File: src/design/yprgb_pkg.sv
package yprgb_pkg;

  // Chroma bytes carry an offset of half the byte range.
  localparam int unsigned CHROMA_OFFSET = 128;

  // Largest value of one color channel.
  localparam logic [7:0] CHAN_MAX = 8'd255;

  // Conversion coefficients as exact rationals: numerator / denominator.
  localparam longint unsigned RV_NUM = 1402;
  localparam longint unsigned RV_DEN = 1000;
  localparam longint unsigned GU_NUM = 34;
  localparam longint unsigned GU_DEN = 100;
  localparam longint unsigned GV_NUM = 714;
  localparam longint unsigned GV_DEN = 1000;
  localparam longint unsigned BU_NUM = 172;
  localparam longint unsigned BU_DEN = 100;

  // Headroom above the fraction bits in the color accumulators: eight bits
  // of luma, the chroma swing, the sign and a guard bit.
  localparam int unsigned ACC_HEAD = 13;

endpackage

File: src/design/yprgb_pixel.sv
module yprgb_pixel #(
  parameter int unsigned FRAC_BITS = 16
) (
  input  logic [7:0]                              luma,
  input  logic signed [FRAC_BITS+yprgb_pkg::ACC_HEAD-1:0] red_term,
  input  logic signed [FRAC_BITS+yprgb_pkg::ACC_HEAD-1:0] green_term,
  input  logic signed [FRAC_BITS+yprgb_pkg::ACC_HEAD-1:0] blue_term,
  output logic [7:0]                              red,
  output logic [7:0]                              green,
  output logic [7:0]                              blue
);

  localparam int unsigned ACC_W = FRAC_BITS + yprgb_pkg::ACC_HEAD;

  logic signed [ACC_W-1:0] base;
  logic signed [ACC_W-1:0] red_acc;
  logic signed [ACC_W-1:0] green_acc;
  logic signed [ACC_W-1:0] blue_acc;

  // A sum at or below zero gives zero; otherwise the fraction is dropped
  // and anything at or above 256 saturates.
  function automatic logic [7:0] clamp_chan(input logic signed [ACC_W-1:0] acc);
    logic [7:0] res;
    if (acc[ACC_W-1] || acc == '0) begin
      res = '0;
    end else if (|acc[ACC_W-1:FRAC_BITS+8]) begin
      res = yprgb_pkg::CHAN_MAX;
    end else begin
      res = acc[FRAC_BITS+7:FRAC_BITS];
    end
    return res;
  endfunction

  assign base      = $signed({{(ACC_W-FRAC_BITS-8){1'b0}}, luma, {FRAC_BITS{1'b0}}});
  assign red_acc   = base + red_term;
  assign green_acc = base + green_term;
  assign blue_acc  = base + blue_term;

  assign red   = clamp_chan(red_acc);
  assign green = clamp_chan(green_acc);
  assign blue  = clamp_chan(blue_acc);

endmodule

File: src/design/yuv_pair_to_rgb_with_skip.sv
// YUV pair to RGB converter with change detection.
//
// Input channel (in_*): one transfer carries a horizontal pixel pair, two
// luma bytes with their shared U and V bytes, plus the same four bytes from
// the previous frame. Output channel (out_*): one transfer per input
// transfer, in order. out_tuser is the changed flag; when it is low the pair
// matched the previous frame and all six color bytes in out_tdata are zero.
// When it is high each pixel is converted with R = Y + 1.402 V,
// G = Y - 0.34 U - 0.714 V and B = Y + 1.72 U on centered chroma, with
// coefficients in fixed point of COEF_FRAC_BITS fraction bits, and each
// channel is clamped to 0..255 with the fraction truncated.
//
// The result passes through these register stages in order: centering
// and compare, chroma multiplies, chroma term combine, luma add and clamp,
// the last being the output register. Throughput is one pair per cycle
// as long as no stall on out_tready holds the output register back.
// Every stage has its own valid bit and loads whenever it is empty or the
// stage after it moves, so a stall on out_tready fills the pipeline bubbles
// first and then pushes back to in_tready without dropping anything.
// Reset clears all valid bits; the output channel comes up empty.
module yuv_pair_to_rgb_with_skip #(
  parameter int unsigned COEF_FRAC_BITS = 16
) (
  input  logic        clk,
  input  logic        rst_n,
  input  logic        in_tvalid,
  output logic        in_tready,
  // Fields from bit 0 up: luma_a, luma_b, chroma_u, chroma_v, prev_luma_a,
  // prev_luma_b, prev_chroma_u, prev_chroma_v (8 bits each).
  input  logic [63:0] in_tdata,
  output logic        out_tvalid,
  input  logic        out_tready,
  // Fields from bit 0 up: red_a, green_a, blue_a, red_b, green_b, blue_b
  // (8 bits each).
  output logic [47:0] out_tdata,
  // Field: changed (1 bit).
  output logic        out_tuser
);

  localparam int unsigned F      = COEF_FRAC_BITS;
  // Coefficients stay below two, so F+1 magnitude bits suffice; one spare.
  localparam int unsigned COEF_W = F + 2;
  localparam int unsigned PROD_W = COEF_W + 10;
  localparam int unsigned ACC_W  = F + yprgb_pkg::ACC_HEAD;

  // Round to nearest at elaboration.
  localparam longint unsigned COEF_RV =
    ((yprgb_pkg::RV_NUM << F) + yprgb_pkg::RV_DEN / 2) / yprgb_pkg::RV_DEN;
  localparam longint unsigned COEF_GU =
    ((yprgb_pkg::GU_NUM << F) + yprgb_pkg::GU_DEN / 2) / yprgb_pkg::GU_DEN;
  localparam longint unsigned COEF_GV =
    ((yprgb_pkg::GV_NUM << F) + yprgb_pkg::GV_DEN / 2) / yprgb_pkg::GV_DEN;
  localparam longint unsigned COEF_BU =
    ((yprgb_pkg::BU_NUM << F) + yprgb_pkg::BU_DEN / 2) / yprgb_pkg::BU_DEN;

  localparam logic [COEF_W-1:0] COEF_RV_C = COEF_RV[COEF_W-1:0];
  localparam logic [COEF_W-1:0] COEF_GU_C = COEF_GU[COEF_W-1:0];
  localparam logic [COEF_W-1:0] COEF_GV_C = COEF_GV[COEF_W-1:0];
  localparam logic [COEF_W-1:0] COEF_BU_C = COEF_BU[COEF_W-1:0];

  localparam logic [8:0] OFFSET_C = 9'(yprgb_pkg::CHROMA_OFFSET);

  // Input field split.
  logic [7:0] luma_a, luma_b, chroma_u, chroma_v;
  logic [7:0] prev_luma_a, prev_luma_b, prev_chroma_u, prev_chroma_v;

  assign luma_a        = in_tdata[7:0];
  assign luma_b        = in_tdata[15:8];
  assign chroma_u      = in_tdata[23:16];
  assign chroma_v      = in_tdata[31:24];
  assign prev_luma_a   = in_tdata[39:32];
  assign prev_luma_b   = in_tdata[47:40];
  assign prev_chroma_u = in_tdata[55:48];
  assign prev_chroma_v = in_tdata[63:56];

  // Handshake chain: a stage loads when it is empty or its successor moves.
  logic s1_ready, s2_ready, s3_ready, s4_ready;

  // Stage 1: centered chroma and change flag.
  logic              s1_valid_r, s1_valid_nxt;
  logic              s1_changed_r, s1_changed_nxt;
  logic signed [8:0] s1_u_r, s1_u_nxt;
  logic signed [8:0] s1_v_r, s1_v_nxt;
  logic [7:0]        s1_luma_a_r, s1_luma_b_r;

  // Stage 2: the four chroma products, shared by both pixels.
  logic                     s2_valid_r;
  logic                     s2_changed_r;
  logic [7:0]               s2_luma_a_r, s2_luma_b_r;
  logic signed [PROD_W-1:0] s2_rv_r, s2_rv_nxt;
  logic signed [PROD_W-1:0] s2_gu_r, s2_gu_nxt;
  logic signed [PROD_W-1:0] s2_gv_r, s2_gv_nxt;
  logic signed [PROD_W-1:0] s2_bu_r, s2_bu_nxt;

  // Stage 3: per-channel chroma terms at accumulator width.
  logic                    s3_valid_r;
  logic                    s3_changed_r;
  logic [7:0]              s3_luma_a_r, s3_luma_b_r;
  logic signed [ACC_W-1:0] s3_red_r, s3_red_nxt;
  logic signed [ACC_W-1:0] s3_green_r, s3_green_nxt;
  logic signed [ACC_W-1:0] s3_blue_r, s3_blue_nxt;

  // Stage 4: output register.
  logic        out_valid_r;
  logic [47:0] out_data_r, out_data_nxt;
  logic        out_changed_r;

  logic [7:0] red_a, green_a, blue_a, red_b, green_b, blue_b;

  assign s4_ready  = !out_valid_r || out_tready;
  assign s3_ready  = !s3_valid_r  || s4_ready;
  assign s2_ready  = !s2_valid_r  || s3_ready;
  assign s1_ready  = !s1_valid_r  || s2_ready;
  assign in_tready = s1_ready;

  // Stage 1 logic.
  always_comb begin
    s1_valid_nxt   = in_tvalid;
    s1_changed_nxt = !(luma_a == prev_luma_a && luma_b == prev_luma_b &&
                       chroma_u == prev_chroma_u && chroma_v == prev_chroma_v);
    s1_u_nxt       = $signed({1'b0, chroma_u} - OFFSET_C);
    s1_v_nxt       = $signed({1'b0, chroma_v} - OFFSET_C);
  end

  // Stage 2 logic: one narrow multiply per coefficient.
  always_comb begin
    s2_rv_nxt = $signed({1'b0, COEF_RV_C}) * s1_v_r;
    s2_gu_nxt = $signed({1'b0, COEF_GU_C}) * s1_u_r;
    s2_gv_nxt = $signed({1'b0, COEF_GV_C}) * s1_v_r;
    s2_bu_nxt = $signed({1'b0, COEF_BU_C}) * s1_u_r;
  end

  // Stage 3 logic: green takes both chroma products with negative sign.
  always_comb begin
    s3_red_nxt   = ACC_W'(s2_rv_r);
    s3_blue_nxt  = ACC_W'(s2_bu_r);
    s3_green_nxt = -(ACC_W'(s2_gu_r) + ACC_W'(s2_gv_r));
  end

  // Stage 4 logic: luma add and clamp for both pixels.
  yprgb_pixel #(
    .FRAC_BITS (F)
  ) u_pixel_a (
    .luma       (s3_luma_a_r),
    .red_term   (s3_red_r),
    .green_term (s3_green_r),
    .blue_term  (s3_blue_r),
    .red        (red_a),
    .green      (green_a),
    .blue       (blue_a)
  );

  yprgb_pixel #(
    .FRAC_BITS (F)
  ) u_pixel_b (
    .luma       (s3_luma_b_r),
    .red_term   (s3_red_r),
    .green_term (s3_green_r),
    .blue_term  (s3_blue_r),
    .red        (red_b),
    .green      (green_b),
    .blue       (blue_b)
  );

  always_comb begin
    if (s3_changed_r) begin
      out_data_nxt = {blue_b, green_b, red_b, blue_a, green_a, red_a};
    end else begin
      out_data_nxt = '0;
    end
  end

  // Valid bits.
  always_ff @(posedge clk) begin
    if (!rst_n) begin
      s1_valid_r  <= 1'b0;
      s2_valid_r  <= 1'b0;
      s3_valid_r  <= 1'b0;
      out_valid_r <= 1'b0;
    end else begin
      if (s1_ready) s1_valid_r  <= s1_valid_nxt;
      if (s2_ready) s2_valid_r  <= s1_valid_r;
      if (s3_ready) s3_valid_r  <= s2_valid_r;
      if (s4_ready) out_valid_r <= s3_valid_r;
    end
  end

  // Payload registers load only with a transfer into the stage.
  always_ff @(posedge clk) begin
    if (s1_ready && in_tvalid) begin
      s1_changed_r <= s1_changed_nxt;
      s1_u_r       <= s1_u_nxt;
      s1_v_r       <= s1_v_nxt;
      s1_luma_a_r  <= luma_a;
      s1_luma_b_r  <= luma_b;
    end
    if (s2_ready && s1_valid_r) begin
      s2_changed_r <= s1_changed_r;
      s2_luma_a_r  <= s1_luma_a_r;
      s2_luma_b_r  <= s1_luma_b_r;
      s2_rv_r      <= s2_rv_nxt;
      s2_gu_r      <= s2_gu_nxt;
      s2_gv_r      <= s2_gv_nxt;
      s2_bu_r      <= s2_bu_nxt;
    end
    if (s3_ready && s2_valid_r) begin
      s3_changed_r <= s2_changed_r;
      s3_luma_a_r  <= s2_luma_a_r;
      s3_luma_b_r  <= s2_luma_b_r;
      s3_red_r     <= s3_red_nxt;
      s3_green_r   <= s3_green_nxt;
      s3_blue_r    <= s3_blue_nxt;
    end
    if (s4_ready && s3_valid_r) begin
      out_changed_r <= s3_changed_r;
      out_data_r    <= out_data_nxt;
    end
  end

  assign out_tvalid = out_valid_r;
  assign out_tdata  = out_data_r;
  assign out_tuser  = out_changed_r;

endmodule

File: config.mk
export PLATFORM = sky130hd
export DESIGN_NAME = yuv_pair_to_rgb_with_skip
export DESIGN_NICKNAME = d
export VERILOG_FILES = /design/src/design/yprgb_pkg.sv /design/src/design/yprgb_pixel.sv /design/src/design/yuv_pair_to_rgb_with_skip.sv
export SDC_FILE = /design/constraint.sdc
export NUM_CORES = 1
export LEC_CHECK = 0
export BUFFER_PORTS_ARGS = -buffer_cell sky130_fd_sc_hd__buf_2
export CAP_MARGIN = 20
export CORE_MARGIN = 10
export CORE_UTILIZATION = 29
export CTS_CLUSTER_DIAMETER = 120
export CTS_CLUSTER_SIZE = 25
export DETAILED_ROUTE_END_ITERATION = 7
export PLACE_DENSITY = 0.55
export SLEW_MARGIN = 40
export SYNTH_ARGS = -nofsm -noshare
export SYNTH_HDL_FRONTEND = slang
export SYNTH_SLANG_ARGS = --single-unit
File: constraint.sdc
create_clock -name clk -period 15.5 [get_ports clk]
set_input_delay 1.55 -clock clk [delete_from_list [all_inputs] [get_ports clk]]
set_output_delay 1.55 -clock clk [all_outputs]
set_load 0.01 [all_outputs]
==> flow_summary.json, run 1 <==
{
  "max_cap_viol_count": 0,
  "fin_hold_ws_ns": 0.420,
  "ys_types": 75,
  "clk_latency_ns": 0.52,
  "postCtsHoldBufs": 0,
  "synth_top_area_share": 0.402,
  "setup-tns-final_ns": 0,
  "fill_cells": 7448,
  "synth_flop_cell": "edfxtp_1",
  "io_pins": 119,
  "reg2reg_slack_ns": 9.68,
  "yosysWarnings": 0,
  "power.density_mw_per_mm2": 168,
  "stdcell_count": 2958,
  "fin_nets": 2500,
  "fp.dieH_um": 295,
  "cts_setup_buffers": 0,
  "period_share": 0.375,
  "ys_ff_latch": 297,
  "drcViolationCount": 0,
  "start_util": 0.293,
  "rr_endpoint": "s2_rv_r[25]",
  "drt_wl_total_um": 53600,
  "hold_path_depth": 0,
  "cp-endpoint": "s2_rv_r[25]",
  "syn_avg_cell_area_sq_um": 11.9,
  "hpwl_um": 44900,
  "synth_edf_count": 293,
  "tightest_slew_ns": 0.767,
  "ctsResizeCount": 0,
  "synthesis.nets": 2361,
  "clock-root-buffer": "clkbuf_16",
  "critical_path_required_ns": 15.76,
  "postPlaceCellArea_sq_mm": 0.0238,
  "leakage_nw": 10.5,
  "vias": 14000,
  "grt_pass1_vias": 14500,
  "antenna_found_initial": 1,
  "clock_path_buffers": 3,
  "row_count": 100,
  "finClkSkew_ns": 0.0163,
  "status": "complete, no violations",
  "reg2regPathDepth": 18,
  "hold_path.class": "reg -> reg",
  "cp-startpoint": "s1_v_r[5]",
  "worstReg2RegStart": "s1_v_r[5]",
  "synthToLayoutAreaGrowth_pct": 11.1,
  "irDropWorstVdd_mv": 0.0875,
  "grt_max_degree": 75,
  "h-tree-depth": 1,
  "cp-start-kind": "flip-flop",
  "drive_gt1_frac": 0.0925,
  "fin_crit_ns": 5.82,
  "rsz0062_at_grt": "false",
  "synth_seq_area_share": 0.406,
  "die_w_um": 295,
  "syn_inst": 1843,
  "grt_pass1_wl_um": 83500,
  "max_slew_margin": 0.484,
  "diodes": 0,
  "cts_inserted_buffers": 16,
  "placed_cells": 2932,
  "cts_tree": "yes",
  "max_freq_mhz": 172,
  "worstSetupEndpointType": "flip-flop",
  "crit_arrival_ns": 6.08,
  "hold_viol_final": 0,
  "synth_area_leaders": "edfxtp_1, ha_1, fa_1, xnor2_1, inv_1",
  "path_class": "reg -> reg",
  "io_buffer_count": 118,
  "wl_per_cell_um": 18.1,
  "setup_viol": 0,
  "viasPerCell": 4.73,
  "netlist_area_sq_mm": 0.0219,
  "synth_area_leader_cell": "edfxtp_1",
  "place_congestion": 0.888,
  "die-area_sq_mm": 0.0868,
  "crit_fanout": 9,
  "drt_first_pass_iters": 5,
  "core_sq_mm": 0.0746,
  "synth-async-reset-ratio": 0,
  "slew_violations": 0,
  "fin_total_pwr_w": 0.00409,
  "postRouteAntennaNets": 0,
  "finalInstanceArea_sq_mm": 0.0243,
  "drt_iter0_drc": 750,
  "cts.sinks": 297,
  "grt_overflow_total": 0,
  "grt_use_total": 0.123,
  "clk_pin_slew_worst_paths_ns": 0.10
}
[registers in the layout (all words and copies together) (netlist names)]
name          count
out_tdata        48
s3_green_r       28
s2_rv_r          27
s3_red_r         27
s2_bu_r          26
s3_blue_r        26
s2_gu_r          22
s2_gv_r          21
s1_luma_a_r       8
s1_luma_b_r       8
s1_u_r            8
s1_v_r            8
s2_luma_a_r       8
s2_luma_b_r       8
s3_luma_a_r       8
s3_luma_b_r       8
out_tuser         1
out_tvalid        1
s1_changed_r      1
s1_valid_r        1
s2_changed_r      1
s2_valid_r        1
s3_changed_r      1
s3_valid_r        1
[per-stage QoR]
step,util,worst slack [ns]
after global routing,0.326,9.34
final,0.326,9.68
after detailed placement,0.319,9.70
after floorplan,-,4.73
after CTS,0.326,9.63
after global placement,0.319,9.74
[cell usage after synthesis, drive strengths merged (13+ instances only)]
master,count
o21ai,73
inv,239
fa,114
a21oi,145
nand2b,13
o21a,21
nand2,60
a21o,51
nor2b,14
edfxtp,293
nand4,19
xnor2,130
xor2,52
ha,336
o21bai,19
nor4,17
nor2,52
nor3,26
nand3,18
[how the worst min path moves through the flow]
stage / from / end / slack [ns]
6_report: s2_rv_r[18] / s3_red_r[18] / 0.42
5_1_grt: s2_rv_r[12] / s3_red_r[12] / 0.43
4_1_cts: s2_rv_r[24] / s3_red_r[24] / 0.42
3_5_place_dp: s1_luma_b_r[6] / s2_luma_b_r[6] / 0.40
3_3_place_gp: s1_changed_r / s2_changed_r / 0.40
2_1_floorplan: s1_changed_r / s2_changed_r / 0.40
[area by class of cell]
type	instances	area [sq um]	share of cell area
clock buffers	21	440	0.0181
flip-flops and latches	297	8880	0.365
well taps	969	1210	0.0499
multi-input cells	1302	12200	0.500
inverters	239	897	0.0369
repair buffers	126	662	0.0272
clock inverters	4	62.6	0.00257
[metal layers]
layer / global-route usage / wire length (um) / up-vias / part of all wire
met5: 0 / 0 / - / 0
met4: 0.0403 / 1670 / 0 / 0.031
met3: 0.0126 / 1870 / 60 / 0.035
met2: 0.208 / 25400 / 258 / 0.47
met1: 0.163 / 24700 / 6774 / 0.46
li1: - / - / 6894 / -
[kinds of logic (layout without fill, tap and decap cells)]
kind of cell | Yosys count | after routing | share of synthesized area
AND/OR/NAND/NOR | 277 | 277 | 0.0677
multiplexers | 11 | 11 | 0.00509
XOR/XNOR | 182 | 182 | 0.0729
buffers and inverters | 244 | 390 | 0.0419
AO/OA/AOI/OAI | 382 | 382 | 0.110
adder cells (fa/ha/maj) | 450 | 450 | 0.296
flip-flops | 297 | 297 | 0.406
[cells in the final DEF, fill, tap and decap left out, drive strengths merged, types with 26 or more instances in the layout]
master  synthesis  final
nand2          60     60
nor2           52     52
xor2           52     52
a21o           51     51
nor3           26     26
ha            336    336
edfxtp        293    293
inv           239    240
fa            114    114
o21ai          73     73
xnor2         130    130
buf             1    126
a21oi         145    145
[where the power goes]
group | switching, W | total, W | internal (W)
sequential | 0.0000535 | 0.00119 | 0.00114
clock | 0.000253 | 0.000475 | 0.000222
combinational | 0.00140 | 0.00242 | 0.00101
[worst max-delay path: stages, from the launching register on]
cell      delay, ns
edfxtp_1       0.63
ha_1           0.56
inv_1          0.18
fa_1           0.54
inv_1          0.07
fa_1           0.44
fa_1           0.47
ha_1           0.33
ha_1           0.39
a21o_1         0.21
a21o_1         0.17
a21o_1         0.17
a21oi_1        0.14
o31ai_1        0.08
and2_1         0.17
o21a_1         0.19
o41a_1         0.40
a311oi_1       0.32
xnor2_1        0.10
Note: power is estimated with default switching activity, not from simulation.
==> run 2: changes to the inputs <==
--- a/config.mk
+++ b/config.mk
@@ -12,7 +12,7 @@
 export CTS_CLUSTER_DIAMETER = 120
 export CTS_CLUSTER_SIZE = 25
 export DETAILED_ROUTE_END_ITERATION = 7
-export PLACE_DENSITY = 0.55
+export PLACE_DENSITY = 0.56
 export SLEW_MARGIN = 40
 export SYNTH_ARGS = -nofsm -noshare
 export SYNTH_HDL_FRONTEND = slang
==> constraint.sdc (replaced) <==
create_clock -name clk -period 4.9 [get_ports clk]
set_input_delay 0.49 -clock clk [delete_from_list [all_inputs] [get_ports clk]]
set_output_delay 0.49 -clock clk [all_outputs]
set_load 0.01 [all_outputs]
==> run 2 against run 1 <==
Effect of this change:
- die area did not move
- largest power group unchanged
- largest cell class unchanged
- the flow now finishes with violations (negative setup slack)
- highest routed layer unchanged
- via count rose by 4.8%
- combinational power rose to 3.8 times the previous value
- design area rose by 6.4%
==> flow_summary.json, run 2 (synthesized netlist as in run 1, its figures left out) <==
{
  "postPlaceCellArea_sq_mm": 0.0247,
  "drt_wl_total_um": 56500,
  "max_slew_margin": 0.489,
  "register_area_sq_mm": 0.00888,
  "diodes": 0,
  "wl_per_cell_um": 18.3,
  "drcViolationCount": 0,
  "seqPwrFrac": 0.262,
  "dp_slack_ns": -0.119,
  "tightest_slew_ns": 0.760,
  "clk_latency_ns": 0.54,
  "fin_crit_ns": 4.94,
  "irDropWorstVdd_mv": 0.300,
  "setup_viol": 1,
  "postCtsHoldBufs": 0,
  "start_util": 0.293,
  "setup_slack_ns": -0.0352,
  "period_share": 1.01,
  "worstSetupEndpointType": "flip-flop",
  "pwr-share-comb": 0.634,
  "power_frac_clock": 0.104,
  "finClkSkew_ns": 0.0297,
  "clk_pin_slew_worst_paths_ns": 0.11,
  "slew_violations": 0,
  "drt_first_pass_iters": 5,
  "path_class": "reg -> reg",
  "status": "finished, violations left",
  "cpMostUsedCell": "fa_1",
  "grt_use_total": 0.128,
  "power.density_mw_per_mm2": 554,
  "grt_pass1_wl_um": 86700,
  "cts.sinks": 297,
  "drive_gt1_frac": 0.191,
  "min_from": "in_tdata[1]",
  "hold_viol_final": 0,
  "hold_path.class": "in -> reg",
  "h-tree-depth": 1,
  "leakage_nw": 11.2,
  "cts_tree": "yes",
  "cp-start-kind": "flip-flop",
  "io_buffer_count": 118,
  "grt_max_degree": 99,
  "row_count": 100,
  "fin_nets": 2636,
  "swShare": 0.412,
  "rsz0062_at_grt": "true",
  "worstReg2RegStart": "s1_v_r[2]",
  "core_sq_mm": 0.0746,
  "antenna_found_initial": 1,
  "postRouteAntennaNets": 0,
  "final_common_cell": "ha_1",
  "intPower_w": 0.00842,
  "violations": "negative setup slack",
  "hold_end": "s1_luma_a_r[1]",
  "largest_register_ffs": 48,
  "clock-root-buffer": "clkbuf_16",
  "p_sw_w": 0.00590,
  "fill_cells": 7319,
  "crit_arrival_ns": 5.20,
  "finalInstanceArea_sq_mm": 0.0258,
  "max_freq_mhz": 203,
  "fp.dieH_um": 295,
  "reg2regPathDepth": 17,
  "hpwl_um": 46800,
  "cts_inserted_buffers": 16,
  "clock_path_buffers": 3,
  "critical-path-max-stage-delay_ns": 0.57,
  "die_w_um": 295,
  "place_congestion": 0.925,
  "io_pins": 119,
  "layout_common_cells": "ha_1, edfxtp_1, inv_1",
  "synthToLayoutAreaGrowth_pct": 18.2,
  "hold_path_depth": 1,
  "grt_pass1_vias": 15100,
  "critPathSlowestCell": "fa_1",
  "cp_cell_sequence": "fa_1 > ha_1 > inv_1 > fa_1 > inv_2 > fa_2 > fa_1 > ha_4 > a21oi_2 > o21bai_1 > a21oi_2 > o31ai_1 > and2_1 > o21a_1 > o41a_1 > a311oi_2 > xnor2_1",
  "max_cap_viol_count": 0,
  "drt_iter0_drc": 851,
  "vias": 14700,
  "reg2reg_slack_ns": -0.04,
  "viasPerCell": 4.74,
  "critical_path_required_ns": 5.17,
  "multi_input_area_sq_mm": 0.0126,
  "crit_fanout": 4,
  "grt_overflow_total": 0,
  "die-area_sq_mm": 0.0868,
  "rr_endpoint": "s2_rv_r[25]"
}
-- run 2: worst max-delay path: cells and delay by family, from the launching register on --
family | cells | cell delay, ns
fa+ha+maj | 6 | 2.43
compound gates | 7 | 1.37
flops | 1 | 0.51
simple gates | 1 | 0.17
buf+inv | 2 | 0.09
xor+xnor | 1 | 0.09
-- run 2: per-layer routing --
layer,global-route usage,vias to the layer above,wire (um)
li1,-,7159,-
met5,0,-,0
met1,0.165,7156,25400
met2,0.218,268,27000
met4,0.0465,0,1960
met3,0.0153,76,2090
-- run 2: how the worst max path moves through the flow --
stage | end | cells after the start | from | slack, ns
2_1_floorplan | s2_rv_r[25] | 18 | s1_v_r[7] | -0.07
3_3_place_gp | s2_rv_r[26] | 20 | s1_v_r[0] | -0.05
3_5_place_dp | s2_gv_r[25] | 18 | s1_v_r[0] | -0.12
4_1_cts | s2_rv_r[25] | 18 | s1_v_r[2] | -0.09
5_1_grt | s2_rv_r[25] | 19 | s1_v_r[1] | -0.20
6_report | s2_rv_r[25] | 17 | s1_v_r[2] | -0.04
-- run 2: layout make-up --
cell class | count | area share
Clock buffer | 21 | 0.0170
Clock inverter | 3 | 0.00126
Inverter | 239 | 0.0349
Multi-Input combinational cell | 1302 | 0.488
Sequential cell | 297 | 0.343
Tap cell | 969 | 0.0469
Timing Repair Buffer | 262 | 0.0681
-- run 2: what timing repair did --
action,CTS,global route
pin swaps,30,52
endpoints found under the setup margin,12,22
resized for setup,21,73
buffers inserted,11,24
-- run 2: power groups by stage --
stage / registers (W) / logic, W / clock network (W)
detailed placement: 0.00382 / 0.00840 / 0
global route: 0.00379 / 0.0102 / 0.00162
global placement: 0.00381 / 0.00826 / 0
floorplan: 0.00377 / 0.00587 / 0
CTS: 0.00376 / 0.00868 / 0.00155
finish: 0.00375 / 0.00908 / 0.00149
-- run 2: through the flow --
stage                util  TNS (ns)  hold slack [ns]  std cells  total power (W)
global route        0.347    -0.601            0.130       3093           0.0156
finish              0.347   -0.0352            0.158       3093           0.0143
global placement    0.331    -0.189            0.401       3038           0.0121
CTS                 0.341    -0.154            0.126       3074           0.0140
detailed placement  0.332    -0.585            0.405       3039           0.0122
floorplan               -   -0.0744            0.400       1843          0.00963
==> run 3: changes to the inputs <==
--- a/config.mk
+++ b/config.mk
@@ -7,6 +7,7 @@
 export LEC_CHECK = 0
 export BUFFER_PORTS_ARGS = -buffer_cell sky130_fd_sc_hd__buf_2
 export CAP_MARGIN = 20
+export CORE_ASPECT_RATIO = 0.5
 export CORE_MARGIN = 10
 export CORE_UTILIZATION = 29
 export CTS_CLUSTER_DIAMETER = 120
==> run 3 against run 2 <==
Effect of this change:
- the run still ends with negative setup slack left
- design area is essentially flat
- utilization down 0.21 points
- flip-flop and latch count unchanged
- die area grew 0.77%
- count of clock-buffer cells in the layout up 2
- setup slack got worse by 0.037 ns
- critical path depth is 2 higher
==> flow_summary.json, run 3 (synthesized netlist as in run 1, its figures left out) <==
{
  "wl_per_cell_um": 17.7,
  "met3_usage": 0.00943,
  "fin_nets": 2634,
  "critical_path_required_ns": 5.18,
  "cp_cell_sequence": "buf_4 > ha_4 > inv_2 > fa_1 > inv_1 > fa_2 > fa_2 > ha_4 > ha_4 > a21o_1 > a21o_1 > a21o_1 > a21oi_2 > o31ai_2 > and2_1 > o21a_1 > o41a_1 > a311oi_2 > xnor2_1",
  "max_freq_mhz": 201,
  "final_common_cell": "ha_1",
  "setup-tns-final_ns": -0.107,
  "rsz0062_at_grt": "true",
  "grt_use_met2": 0.187,
  "row_count": 71,
  "cp-start-kind": "flip-flop",
  "cts.sinks": 297,
  "worstSetupEndpointType": "flip-flop",
  "grt_pass1_vias": 14700,
  "setup_viol": 2,
  "clk_latency_ns": 0.54,
  "violations": "negative setup slack",
  "clock_path_buffers": 3,
  "start_util": 0.292,
  "postRouteAntennaNets": 0,
  "die_w_um": 408,
  "die-area_sq_mm": 0.0875,
  "grt_overflow_total": 0,
  "grt.busiest_layer": "met1",
  "antenna_found_initial": 0,
  "drcViolationCount": 0,
  "grt_max_degree": 114,
  "layout_common_cells": "ha_1, edfxtp_1, inv_1",
  "hpwl_um": 46000,
  "setup_slack_ns": -0.0727,
  "met1_usage": 0.187,
  "viasPerCell": 4.60,
  "critical-path-max-stage-delay_ns": 0.53,
  "io_buffer_count": 118,
  "max_slew_margin": 0.414,
  "hold_viol_final": 0,
  "critPathSlowestCell": "fa_1",
  "synthToLayoutAreaGrowth_pct": 18.1,
  "slew_violations": 0,
  "h-tree-depth": 1,
  "drt_wl_total_um": 55800,
  "place_congestion": 0.905,
  "diodes": 0,
  "tightest_slew_ns": 0.854,
  "grt_pass1_wl_um": 86100,
  "clock-root-buffer": "clkbuf_16",
  "cts_inserted_buffers": 16,
  "io_pins": 119,
  "core_sq_mm": 0.0750,
  "fp.dieH_um": 214,
  "irDropWorstVdd_mv": 0.277,
  "largest_register_ffs": 48,
  "max_cap_viol_count": 0,
  "grt_use_total": 0.123,
  "cts_tree": "yes",
  "period_share": 1.01,
  "leakage_nw": 11.1,
  "status": "finished, violations left",
  "drt_first_pass_iters": 7,
  "fin_crit_ns": 4.97,
  "crit_arrival_ns": 5.25,
  "vias": 14500,
  "drive_gt1_frac": 0.184,
  "power.density_mw_per_mm2": 555,
  "reg2reg_slack_ns": -0.07,
  "drt_iter0_drc": 866,
  "fin_hold_ws_ns": 0.155,
  "crit_fanout": 3,
  "hold_path.class": "in -> reg",
  "clk_pin_slew_worst_paths_ns": 0.11,
  "finClkSkew_ns": 0.0230,
  "path_class": "reg -> reg"
}
[run 3: cell count changes in the layout (fill, tap and decap cells not counted), moves of 3 or more]
cell and delta:
ha_1 +4, inv_1 +7, inv_2 -7, buf_4 +3, ha_2 -6
[run 3: worst paths after layout]
kind                 from        endpoint  cells past startpoint
min          in_tdata[10]  s1_luma_b_r[2]                      1
max             s1_v_r[2]     s2_rv_r[25]                     19
min reg2reg   s2_rv_r[19]    s3_red_r[19]                      0
max reg2reg     s1_v_r[2]     s2_rv_r[25]                     19
[run 3: report_power, final]
group	internal [W]	switching, W
sequential	0.00361	0.000140
clock	0.000658	0.000851
combinational	0.00407	0.00501
[run 3: cell type report]
cell class,count,area (sq um)
clock buffers,23,448
clock inverters,3,33.8
fillers,7408,49100
inverters,239,901
multi-input cells,1302,12600
flip-flops and latches,297,8880
well taps,1022,1280
repair buffers,260,1690
[run 3: routing by layer]
metal  part of all wire  vias to the layer above
met5                  0                        -
met4              0.023                        0
met3              0.031                       59
met2               0.43                      244
met1               0.52                     7013
li1                   -                     7148
[run 3: timing repair]
item                       4_1_cts  5_1_grt
hold buffers                     0        0
setup buffers                    0       22
pin swaps                        4       56
resized for setup                9       70
setup endpoints to repair        6       21
[run 3: per-stage QoR]
stage / power, W / instance area, sq um / cells / setup WS, ns / utilization
4_1_cts: 0.0139 / 25300 / 3125 / -0.0136 / 0.338
6_report: 0.0143 / 25800 / 3146 / -0.0727 / 0.345
3_3_place_gp: 0.0123 / 24800 / 3099 / -0.0139 / 0.331
5_1_grt: 0.0156 / 25800 / 3146 / -0.233 / 0.345
3_5_place_dp: 0.0123 / 24800 / 3099 / -0.0854 / 0.331
2_1_floorplan: 0.00963 / 22000 / 1843 / -0.0744 / -
[run 3: critical path, delay by kind of cell, from the launching register on]
| family | cells | cell delay (ns) |
|---|---|---|
| buffers and inverters | 3 | 0.28 |
| xor gates and xnor gates | 1 | 0.09 |
| and+or+nand+nor | 1 | 0.15 |
| DFF | 1 | 0.41 |
| AOI/OAI and AO/OA | 8 | 1.59 |
| adders and majority gates | 6 | 2.19 |
